## src/rtl/mi3_pkg.sv

```systemverilog
// Shared types and constants for the 3x3 matrix inverse block.
package mi3_pkg;

    // Entry width is fixed by the transaction format.
    localparam int W = 32;
    localparam int FRAC_BITS_DEF = 16;
    // Adjugate entry width: difference of two full products.
    localparam int AW = 2 * W + 1;
    // Determinant width: three (W x AW) products summed, with headroom.
    localparam int DW = 3 * W + 3;

    typedef logic signed [W-1:0] elem_t;

    typedef struct packed {
        elem_t a00;
        elem_t a01;
        elem_t a02;
        elem_t a10;
        elem_t a11;
        elem_t a12;
        elem_t a20;
        elem_t a21;
        elem_t a22;
    } in_t;

    typedef struct packed {
        elem_t inv00;
        elem_t inv01;
        elem_t inv02;
        elem_t inv10;
        elem_t inv11;
        elem_t inv12;
        elem_t inv20;
        elem_t inv21;
        elem_t inv22;
        logic  singular;
        logic  saturated;
    } out_t;

    // Determinant as seen by the divider lanes.
    typedef struct packed {
        logic [DW-1:0] dmag;
        logic          dneg;
        logic          dzero;
    } det_info_t;

    // One lane's finished entry.
    typedef struct packed {
        logic [W-1:0] val;
        logic         sat;
        logic         zero;
    } lane_res_t;

    // Operand pairs of the 18 cofactor products, row-major entry indexes.
    // adj[k] = p[2k] - p[2k+1]
    localparam int PROD_A [18] = '{4, 5, 2, 1, 1, 2, 5, 3, 0, 2, 2, 0, 3, 4, 1, 0, 0, 1};
    localparam int PROD_B [18] = '{8, 7, 7, 8, 5, 4, 6, 8, 8, 6, 3, 5, 7, 6, 6, 7, 4, 3};

endpackage

```

## src/rtl/mi3_merge.sv

```systemverilog
// Merge of the nine lanes into one result, with a two-entry output queue.
module mi3_merge (
    input  logic                 aclk,
    input  logic                 aresetn,
    input  logic [8:0]           lane_valid,
    input  mi3_pkg::lane_res_t   lane_res [9],
    output logic                 ce,
    input  logic                 m_ready,
    output logic                 m_valid,
    output mi3_pkg::out_t        m_data
);
    import mi3_pkg::*;

    logic [1:0] cnt_reg;
    logic [1:0] cnt_next;
    out_t       q0_reg;
    out_t       q0_next;
    out_t       q1_reg;
    out_t       q1_next;
    out_t       item;
    logic [8:0] sat_vec;
    logic [8:0] zero_vec;
    logic       push;
    logic       pop;

    always_comb begin
        for (int k = 0; k < 9; k++) begin
            sat_vec[k]  = lane_res[k].sat;
            zero_vec[k] = lane_res[k].zero;
        end
        item.inv00     = lane_res[0].val;
        item.inv01     = lane_res[1].val;
        item.inv02     = lane_res[2].val;
        item.inv10     = lane_res[3].val;
        item.inv11     = lane_res[4].val;
        item.inv12     = lane_res[5].val;
        item.inv20     = lane_res[6].val;
        item.inv21     = lane_res[7].val;
        item.inv22     = lane_res[8].val;
        item.singular  = lane_res[0].zero;
        item.saturated = |sat_vec;
    end

    // pipeline moves while the queue can absorb one more result
    assign ce   = (cnt_reg != 2'd2);
    assign push = ce & lane_valid[0];
    assign pop  = (cnt_reg != 2'd0) & m_ready;

    always_comb begin
        q0_next  = q0_reg;
        q1_next  = q1_reg;
        cnt_next = cnt_reg;
        priority if (push && pop) begin
            if (cnt_reg == 2'd1) begin
                q0_next = item;
            end else begin
                q0_next = q1_reg;
                q1_next = item;
            end
        end else if (pop) begin
            q0_next  = q1_reg;
            cnt_next = cnt_reg - 2'd1;
        end else if (push) begin
            if (cnt_reg == 2'd0) begin
                q0_next = item;
            end else begin
                q1_next = item;
            end
            cnt_next = cnt_reg + 2'd1;
        end else begin
            cnt_next = cnt_reg;
        end
    end

    always_ff @(posedge aclk) begin
        if (!aresetn) begin
            cnt_reg <= 2'd0;
        end else begin
            cnt_reg <= cnt_next;
        end
    end

    always_ff @(posedge aclk) begin
        q0_reg <= q0_next;
        q1_reg <= q1_next;
    end

    assign m_valid = (cnt_reg != 2'd0);
    assign m_data  = q0_reg;

    a_lanes_in_step: assert property (@(posedge aclk) disable iff (!aresetn)
        (lane_valid == 9'h000) || (lane_valid == 9'h1ff))
        else $error("divider lanes out of step");

    a_zero_agree: assert property (@(posedge aclk) disable iff (!aresetn)
        push |-> ((zero_vec == 9'h000) || (zero_vec == 9'h1ff)))
        else $error("lanes disagree on singular determinant");

    a_singular_clean: assert property (@(posedge aclk) disable iff (!aresetn)
        (push && item.singular) |-> !item.saturated)
        else $error("singular result flagged as saturated");

    a_queue_bound: assert property (@(posedge aclk) disable iff (!aresetn)
        (cnt_reg == 2'd2) |=> (cnt_reg != 2'd0) && (cnt_reg != 2'd3))
        else $error("output queue count slipped");

endmodule

```

## config.mk

```make
export PLATFORM = sky130hd
export DESIGN_NAME = mi3_merge
export DESIGN_NICKNAME = d
export VERILOG_FILES = /design/src/rtl/mi3_pkg.sv /design/src/rtl/mi3_merge.sv
export SDC_FILE = /design/constraint.sdc
export NUM_CORES = 1
export LEC_CHECK = 0
export BUFFER_PORTS_ARGS = -buffer_cell sky130_fd_sc_hd__buf_2
export CAP_MARGIN = 40
export CELL_PAD_IN_SITES_DETAIL_PLACEMENT = 0
export CELL_PAD_IN_SITES_GLOBAL_PLACEMENT = 1
export CORE_AREA = 5 5 234 236
export DETAILED_ROUTE_END_ITERATION = 12
export DIE_AREA = 0 0 239 241
export HOLD_SLACK_MARGIN = 0.05
export PLACE_DENSITY_LB_ADDON = 0.1
export SYNTH_ARGS = -nofsm -noshare
export SYNTH_HDL_FRONTEND = slang
export SYNTH_SLANG_ARGS = --single-unit
```

## constraint.sdc

```tcl
create_clock -name aclk -period 47.7 [get_ports aclk]
set_input_delay 4.77 -clock aclk [delete_from_list [all_inputs] [get_ports aclk]]
set_output_delay 4.77 -clock aclk [all_outputs]
set_load 0.05 [all_outputs]
```

==> impl_metrics.ini, run 1 <==
[run_status]
outcome = completed

[job]
max_cap_violations = 0

[grt]
grt_pass1_wl_um = 76300
grt_util_all_layers_pct = 17.8
grt_max_degree = 147
overflow = 0
antenna_found_initial = 26
grt_pass1_vias = 11600

[clocking]
insertion_delay_ns = 0.61
cts_tree = built
cts_resized = 0
cts_hold_buf = 0
h-tree-depth = 2
root_buffer = clkbuf_16
cts_setup_buffers = 0
cts.sinks = 582
path_clk_slew_ns = 0.06
numCtsBuffers = 61
clk_path_buf_depth = 3

[layout]
fill_cells = 4360
register_area_mm2 = 0.0175
design_area_mm2 = 0.0271
final_common_cell = buf_2
multi_input_area_mm2 = 0.00346
drive_above_1_share_pct = 54.8
fin_nets = 1899
layout_common_cells = buf_2 (593), edfxtp_1 (580), mux2_2 (190)
area_growth_pct = 27.9

[timing]
finalSetupViolCount = 0
finalHoldViolations = 0
relSlewSlack_pct = 37.5
worstMarginPinSlew_ns = 0.938
grt_setup_unrepaired = false
fin_crit_sh_pct = 14.9
max_freq_ghz = 0.141
period_minus_slack_ns = 7.10
skew_ns = 0.0122
final.setup.tns_ns = 0
timing.hold.ws_ns = 0.529
finalMaxSlewViolations = 0

[detailed_routing]
wl_per_cell_um = 23.3
vias_per_cell = 4.79
dr.pass1.iters = 5
routed_wl_um = 54200
vias = 11100
ant_nets = 0
drc = 0
dr.first_iter.drc_count = 570

[floorplanning]
core_area_mm2 = 0.0522
die_w_um = 239
design.die.area_mm2 = 0.0576
fp.dieH_um = 241
num_rows = 84
start_util_pct = 40.5
ios = 610

[critical_path]
reg2reg_depth = 9
end_kind = register
path_class = input pin to register
crit_fanout = 61
arrival_ns = 7.33
critPathRequiredTime_ns = 47.92
cp-start-kind = input pin

[synth]
synth_area_mm2 = 0.0212
synthCells = 932
yosysTopAreaCellShare_pct = 82.3
yosys_warnings = 0
synth.area.top_cells = edfxtp_1 (82%), mux2_2 (10%), mux2_1 (5.3%), buf_6 (0.53%), buf_4 (0.43%)
avgSynthCellArea_um2 = 22.7
synth_top_cell_by_area = edfxtp_1
synth-seq-cells = 582
synth.distinct_cells = 21
synth_seq_area_share_pct = 82.5
synth_nets = 1255

[placed_design]
dp_hpwl_um = 38900
post_dp_cell_area_mm2 = 0.0251
port_buffers = 593
routabilityCongestion = 0.786

[power_and_ir_drop]
max-vdd-ir-drop_mv = 0.0509
powerDensity_mw_per_mm2 = 79.1
leakagePower_uw = 0.0101

[min_path]
hold_class = register to register
holdPathStages = 1
## stage by stage
stage	std cells	util, %	total power, uW	worst slack [ns]
global placement	2192	47.6	1680	38.87
detailed placement	2201	48.0	1700	39.96
finish	2325	51.8	2140	40.60
floorplan	932	-	1650	21.30
global route	2318	51.8	2230	40.47
CTS	2313	51.7	2170	40.62
## power by group
group | leakage, uW | switching [uW] | total [uW] | internal [uW]
Combinational | 0.00369 | 625 | 824 | 198
Sequential | 0.00549 | 36.1 | 854 | 818
Clock | 0.000950 | 191 | 463 | 272
## layout make-up
type | count | area share [%]
antenna | 12 | 0.111
clock buffer | 74 | 5.98
clock inverter | 38 | 1.22
inverter | 7 | 0.0971
multi-input combinational | 311 | 12.8
sequential | 582 | 64.5
tap | 688 | 3.18
timing repair buffer | 613 | 12.1
## worst paths after layout
kind                           start                     to  slack [ns]
max                    lane_valid[0]  q1_reg[213]$_DFFE_PP_       40.60
min            q1_reg[263]$_DFFE_PP_  m_data[263]$_DFFE_PP_        0.53
max reg2reg  cnt_reg[0]$_SDFFE_PN0P_  q1_reg[213]$_DFFE_PP_       44.19
min reg2reg    q1_reg[263]$_DFFE_PP_  m_data[263]$_DFFE_PP_        0.53
## cell usage after synthesis
cell type / instances
or3_1: 1
mux2_1: 100
nand2b_2: 1
edfxtp_1: 580
xnor2_1: 2
nand3_1: 1
nand2b_1: 2
buf_4: 12
ha_1: 5
a21oi_1: 2
nor4_1: 1
inv_1: 7
dfxtp_1: 2
nor2_1: 1
and2_1: 1
o21ai_2: 1
buf_6: 10
nor3_1: 1
mux2_2: 190
buf_2: 10
o21ai_0: 2
## critical path: stages
cell      delay, ns
buf_2          0.09
nand2b_1       0.16
inv_1          0.07
ha_1           0.25
or3_1          0.43
a21oi_4        0.25
buf_4          0.46
buf_4          0.74
## per-layer routing
layer | track usage, % | up-vias | routed length, um
met3 | 8.96 | 101 | 6210
met5 | 0 | - | 203
met4 | 6.07 | 30 | 1340
met1 | 20.6 | 5547 | 20000
li1 | - | 5047 | -
met2 | 29.1 | 408 | 26400
## logic make-up after synthesis
family          after synthesis  synth area share, %
buf+inv                      39                 1.32
flops                       582                 82.5
xor+xnor                      2               0.0828
compound gates                5                0.136
mux                         290                 15.4
fa+ha+maj                     5                0.296
simple gates                  9                0.254
Power figures use the tool's default switching activity.
==> run 2: changes to the inputs <==
--- a/config.mk
+++ b/config.mk
@@ -5,13 +5,14 @@
 export SDC_FILE = /design/constraint.sdc
 export NUM_CORES = 1
 export LEC_CHECK = 0
+export ABC_AREA = 1
 export BUFFER_PORTS_ARGS = -buffer_cell sky130_fd_sc_hd__buf_2
 export CAP_MARGIN = 40
 export CELL_PAD_IN_SITES_DETAIL_PLACEMENT = 0
 export CELL_PAD_IN_SITES_GLOBAL_PLACEMENT = 1
-export CORE_AREA = 5 5 234 236
+export CORE_MARGIN = 5
+export CORE_UTILIZATION = 41
 export DETAILED_ROUTE_END_ITERATION = 12
-export DIE_AREA = 0 0 239 241
 export HOLD_SLACK_MARGIN = 0.05
 export PLACE_DENSITY_LB_ADDON = 0.1
 export SYNTH_ARGS = -nofsm -noshare
==> constraint.sdc (replaced) <==
create_clock -name aclk -period 6.87 [get_ports aclk]
set_input_delay 0.687 -clock aclk [delete_from_list [all_inputs] [get_ports aclk]]
set_output_delay 0.687 -clock aclk [all_outputs]
set_load 0.05 [all_outputs]
==> run 2 against run 1 <==
  * Combinational power rose to 7.8 times the previous value
  * Via count up 20%
  * Clock-buffer cell count rose by 7
  * Final cell count is 24% higher
  * Hold slack lost 0.25 ns
  * Global-route usage is 1.6 points higher
  * First-iteration DRC count up 46%
  * Area after synthesis up 0.81%
  * Non-clock buffer count is 7 lower
  * Largest power group is now combinational logic
==> impl_metrics.ini, run 2 <==
[min_path]
min-delay-start = lane_res[124]
hold_class = input pin to register
holdPathStages = 1
min_to = q1_reg[118]$_DFFE_PP_

[synth]
yosysTopAreaCellShare_pct = 81.6
synth-seq-cells = 582
synth_area_mm2 = 0.0213
synthCells = 1556
avgSynthCellArea_um2 = 13.7
async_flop_share_pct = 0
synth_edf_count = 580
yosys-top-cells-count = nand2_1 (877), edfxtp_1 (580), buf_2 (50)
synth.distinct_cells = 16
synth_seq_area_share_pct = 81.8
post-synth-top-count-cell = nand2_1
synth_top_cell_by_area = edfxtp_1
ys.flop_type = edfxtp_1
yosys_warnings = 0
synth_nets = 1879
synth.area.top_cells = edfxtp_1 (82%), nand2_1 (15%), buf_2 (1.2%), buf_6 (0.63%), ha_1 (0.29%)

[floorplanning]
ios = 610
fp.dieH_um = 238
core_area_mm2 = 0.0514
num_rows = 83
die_w_um = 238
start_util_pct = 41.5
design.die.area_mm2 = 0.0567

[clocking]
cts_setup_buffers = 0
cts_hold_buf = 0
insertion_delay_ns = 0.60
h-tree-depth = 2
path_clk_slew_ns = 0.06
cts_tree = built
root_buffer = clkbuf_16
cts.sinks = 582
numCtsBuffers = 60
cts_resized = 0
clk_path_buf_depth = 3

[placed_design]
pre_cts_slack_ns = 3.62
routabilityCongestion = 0.810
port_buffers = 593
dp_hpwl_um = 39000
dp_cells = 2778

[timing]
finalMaxSlewViolations = 0
finalHoldViolations = 0
setup_slack_ns = 3.88
grt_setup_unrepaired = false
finalSetupViolCount = 0
worstMarginPinSlew_ns = 1.32
relSlewSlack_pct = 11.8
max_freq_ghz = 0.335
final.setup.tns_ns = 0
fin_crit_sh_pct = 43.5
skew_ns = 0.0182
period_minus_slack_ns = 2.99

[grt]
overflow = 0
grt_pass1_wl_um = 83100
antenna_found_initial = 27
grt_pass1_vias = 13100
grt_max_degree = 185
grt_util_all_layers_pct = 19.5

[layout]
layout_common_cells = nand2_1 (877), buf_2 (593), edfxtp_1 (580)
area_growth_pct = 25.3
final_common_cell = nand2_1
fill_cells = 4641
fin_cells = 2892
fin_nets = 2483
drive_above_1_share_pct = 30.9

[critical_path]
r2r_end = m_data[57]$_DFFE_PP_
cp_common_cell = nand2_1
crit_fanout = 114
path_cells = inv_1 -> ha_1 -> nor2_1 -> ha_1 -> inv_1 -> nand2_1 -> nand2_8 -> inv_8 -> buf_4 -> nand2_1 -> nand2_1
end_kind = register
critPathRequiredTime_ns = 7.32
cp-start-kind = register
path_class = register to register
r2r_setup_slack_ns = 3.88
arrival_ns = 3.44
r2r-start = cnt_reg[0]$_SDFFE_PN0P_
cpPeakStageDelay_ns = 0.68
reg2reg_depth = 11
cp_slowest_cell = buf_4

[power_and_ir_drop]
max-vdd-ir-drop_mv = 0.457
leakagePower_uw = 0.0115
powerDensity_mw_per_mm2 = 584

[detailed_routing]
drc = 0
dr.first_iter.drc_count = 832
dr.pass1.iters = 4
wl_per_cell_um = 20.1
vias = 13300
ant_nets = 0
vias_per_cell = 4.61
routed_wl_um = 58200

[job]
max_cap_violations = 0

[run_status]
outcome = completed
-- run 2: changes by cell type after synthesis, sizes merged, moves of 2 or more --
cell / change
nand2: +879
xnor2: -2
buf: +32
nand2b: -3
mux2: -290
nor2: +4
inv: +5
-- run 2: how the worst max path moves through the flow --
stage / start / end / slack, ns / depth (start not counted)
after floorplan: cnt_reg[0]$_SDFFE_PN0P_ / q1_reg[0]$_DFFE_PP_ / 0.25 / 8
after global placement: m_ready / m_data[194]$_DFFE_PP_ / 2.95 / 11
after detailed placement: m_ready / m_data[57]$_DFFE_PP_ / 3.62 / 11
after CTS: cnt_reg[0]$_SDFFE_PN0P_ / m_data[57]$_DFFE_PP_ / 3.77 / 13
after global routing: cnt_reg[0]$_SDFFE_PN0P_ / m_data[280]$_DFFE_PP_ / 3.52 / 13
final: cnt_reg[0]$_SDFFE_PN0P_ / m_data[57]$_DFFE_PP_ / 3.88 / 11
-- run 2: worst max-delay path: cells and delay by family (launching register included) --
family	cells	cell delay (ns)
adders and majority gates	2	0.43
buffers and inverters	4	1.32
DFF	1	0.33
and+or+nand+nor	5	0.73
-- run 2: cell families after synthesis --
logic type | count (synthesis) | share of synthesized area [%]
fa+ha+maj | 5 | 0.293
simple gates | 886 | 15.6
buf+inv | 76 | 2.09
flops | 582 | 81.8
compound gates | 7 | 0.170
-- run 2: metrics by stage --
| stage | total power (uW) | area (um2) | utilization, % | hold slack [ns] |
|---|---|---|---|---|
| after floorplan | 11200 | 21400 | - | 0.487 |
| after global placement | 12800 | 24900 | 48.5 | 0.493 |
| after detailed placement | 12800 | 25000 | 48.6 | 0.496 |
| after CTS | 15800 | 26700 | 52.0 | 0.223 |
| after global routing | 16300 | 26700 | 52.0 | 0.232 |
| final | 15600 | 26700 | 52.0 | 0.277 |
-- run 2: layout make-up --
type / count / area, um2 / area share [%]
antenna: 9 / 22.5 / 0.0842
sequential: 582 / 17500 / 65.3
clock inverter: 24 / 126 / 0.473
timing repair buffer: 606 / 3160 / 11.8
clock buffer: 81 / 1600 / 5.99
tap: 680 / 851 / 3.18
multi-input combinational: 898 / 3470 / 13.0
inverter: 12 / 52.6 / 0.197
-- run 2: power by group --
group	leakage (uW)	total (uW)	internal, uW	switching (uW)
clock	0.000836	2930	1650	1280
sequential	0.00554	6260	5920	333
combinational	0.00511	6420	1070	5350
-- run 2: layer usage --
layer / GRT usage [%] / wire (um) / vias up
met5: 0 / 283 / -
met4: 6.59 / 1720 / 42
met3: 8.81 / 6120 / 126
met2: 31.8 / 28200 / 443
met1: 23.1 / 21900 / 6242
li1: - / - / 6482
==> run 3: changes to the inputs <==
==> constraint.sdc (replaced) <==
create_clock -name aclk -period 3.1 [get_ports aclk]
set_input_delay 0.31 -clock aclk [delete_from_list [all_inputs] [get_ports aclk]]
set_output_delay 0.31 -clock aclk [all_outputs]
set_load 0.05 [all_outputs]
==> run 3 against run 2 <==
  * Design area rose by 13%
  * Critical path type is now input pin to register
  * Clock-buffer cell count fell by 8
  * Combinational power rose by 130%
  * Sequential power rose by 120%
  * Worst setup slack got worse by 3.4 ns
==> impl_metrics.ini, run 3 (synthesized netlist as in run 2, its figures left out) <==
[detailed_routing]
maxUsedRoutingLayer = met5
routed_wl_um = 60300
dr_wl_met3_um = 5940
met1_length_um = 23500
vias = 14600
dr.pass1.iters = 7
vias_per_cell = 4.55
route.met2.wl_um = 29300
drc = 0
dr.first_iter.drc_count = 978
wl_per_cell_um = 18.8
ant_nets = 0

[critical_path]
cp-start-kind = input pin
r2r_end = m_data[198]$_DFFE_PP_
end_kind = register
arrival_ns = 2.98
r2r_setup_slack_ns = 0.56
startpoint = lane_res[103]
crit_fanout = 2
crit_end = q1_reg[0]$_DFFE_PP_
critPathRequiredTime_ns = 3.45
reg2reg_depth = 11
path_class = input pin to register
r2r-start = cnt_reg[1]$_SDFFE_PN0P_

[clocking]
h-tree-depth = 2
clk_path_buf_depth = 3
cts_tree = built
insertion_delay_ns = 0.60
path_clk_slew_ns = 0.06
numCtsBuffers = 60
cts.sinks = 582
cts_resized = 0
root_buffer = clkbuf_16

[timing]
skew_ns = 0.0216
finalHoldViolations = 0
setup_slack_ns = 0.471
finalSetupViolCount = 0
finalMaxSlewViolations = 0
grt_setup_unrepaired = false
relSlewSlack_pct = 24.0
fin_crit_sh_pct = 84.8
period_minus_slack_ns = 2.63
final.setup.tns_ns = 0
worstMarginPinSlew_ns = 1.14
max_freq_ghz = 0.380

[floorplanning]
start_util_pct = 41.5
die_w_um = 238
num_rows = 83
design.die.area_mm2 = 0.0567
core_area_mm2 = 0.0514
ios = 610
fp.dieH_um = 238

[run_status]
outcome = completed

[layout]
area_growth_pct = 41.2
fin_nets = 2794
layout_common_cells = nand2_1 (874), buf_2 (593), edfxtp_1 (580)
final_common_cell = nand2_1
drive_above_1_share_pct = 28.5
post-route-util_pct = 58.6

[power_and_ir_drop]
powerDensity_mw_per_mm2 = 1180
max-vdd-ir-drop_mv = 0.677
leakagePower_uw = 0.0129

[grt]
grt_pass1_vias = 14700
grt_util_all_layers_pct = 20.3
overflow = 0
grt_max_degree = 138
antenna_found_initial = 12
grt_pass1_wl_um = 88800

[placed_design]
routabilityCongestion = 0.786
pre_cts_slack_ns = 0.536
port_buffers = 593
dp_hpwl_um = 40400

[min_path]
hold_class = input pin to register

[job]
max_cap_violations = 0
[run 3: cell count changes in the layout (fill, tap and decap cells not counted), moves of 4 or more]
cell           change
dlygate4sd3_1    +295
buf_12            +16
clkbuf_1           -8
clkinv_2           +4
[run 3: worst min path at each step]
stage                          start               endpoint  slack [ns]  cells after the start
5_1_grt                lane_res[137]    m_data[0]$_DFFE_PP_        0.17                      5
6_report               lane_res[137]    m_data[0]$_DFFE_PP_        0.11                      5
4_1_cts                 lane_res[69]    m_data[0]$_DFFE_PP_        0.06                      5
3_3_place_gp   q1_reg[207]$_DFFE_PP_  m_data[207]$_DFFE_PP_        0.49                      2
3_5_place_dp   q1_reg[203]$_DFFE_PP_  m_data[203]$_DFFE_PP_        0.49                      2
2_1_floorplan          lane_res[106]  q1_reg[100]$_DFFE_PP_        0.41                      0
[run 3: stage by stage]
| stage | instances | area [um2] | total power [uW] | hold WS (ns) |
|---|---|---|---|---|
| floorplan | 1556 | 21400 | 24600 | 0.409 |
| global placement | 2793 | 25300 | 28700 | 0.494 |
| detailed placement | 2794 | 25300 | 28900 | 0.494 |
| CTS | 3194 | 30100 | 36100 | 0.0599 |
| global route | 3203 | 30100 | 37300 | 0.166 |
| finish | 3206 | 30100 | 35600 | 0.111 |
[run 3: report_power, final]
part	switching, uW	internal [uW]	leakage, uW	total, uW
logic	12100	2940	0.00647	15000
registers	788	13100	0.00554	13900
clock network	2880	3900	0.000886	6780
total	15700	19900	0.0129	35600
[run 3: timing repair]
| action | in CTS | in global routing |
|---|---|---|
| endpoints found under the hold margin | 581 | 0 |
| setup buffers | 0 | 0 |
| hold buffers | 295 | 0 |
[run 3: final cells by class]
type	instances	area (um2)
Fill cell	4343	21300
Clock inverter	32	253
Antenna cell	12	30.0
Tap cell	680	851
Clock buffer	73	1570
Inverter	12	58.8
Multi-Input combinational cell	898	3510
Sequential cell	582	17500
Timing Repair Buffer	917	6400
[run 3: critical path: stages]
cell           delay, ns
dlygate4sd3_1       0.53
buf_2               0.11
nor2_1              0.07
dlygate4sd3_1       0.54
nand2_1             0.05
dlygate4sd3_1       0.54
or2_2               0.28
dlygate4sd3_1       0.54
[run 3: layer usage]
| layer | track usage (%) | vias up |
|---|---|---|
| met2 | 33.7 | 495 |
| met3 | 7.34 | 97 |
| li1 | - | 7108 |
| met1 | 25.2 | 6871 |
| met5 | 0 | - |
| met4 | 5.97 | 4 |
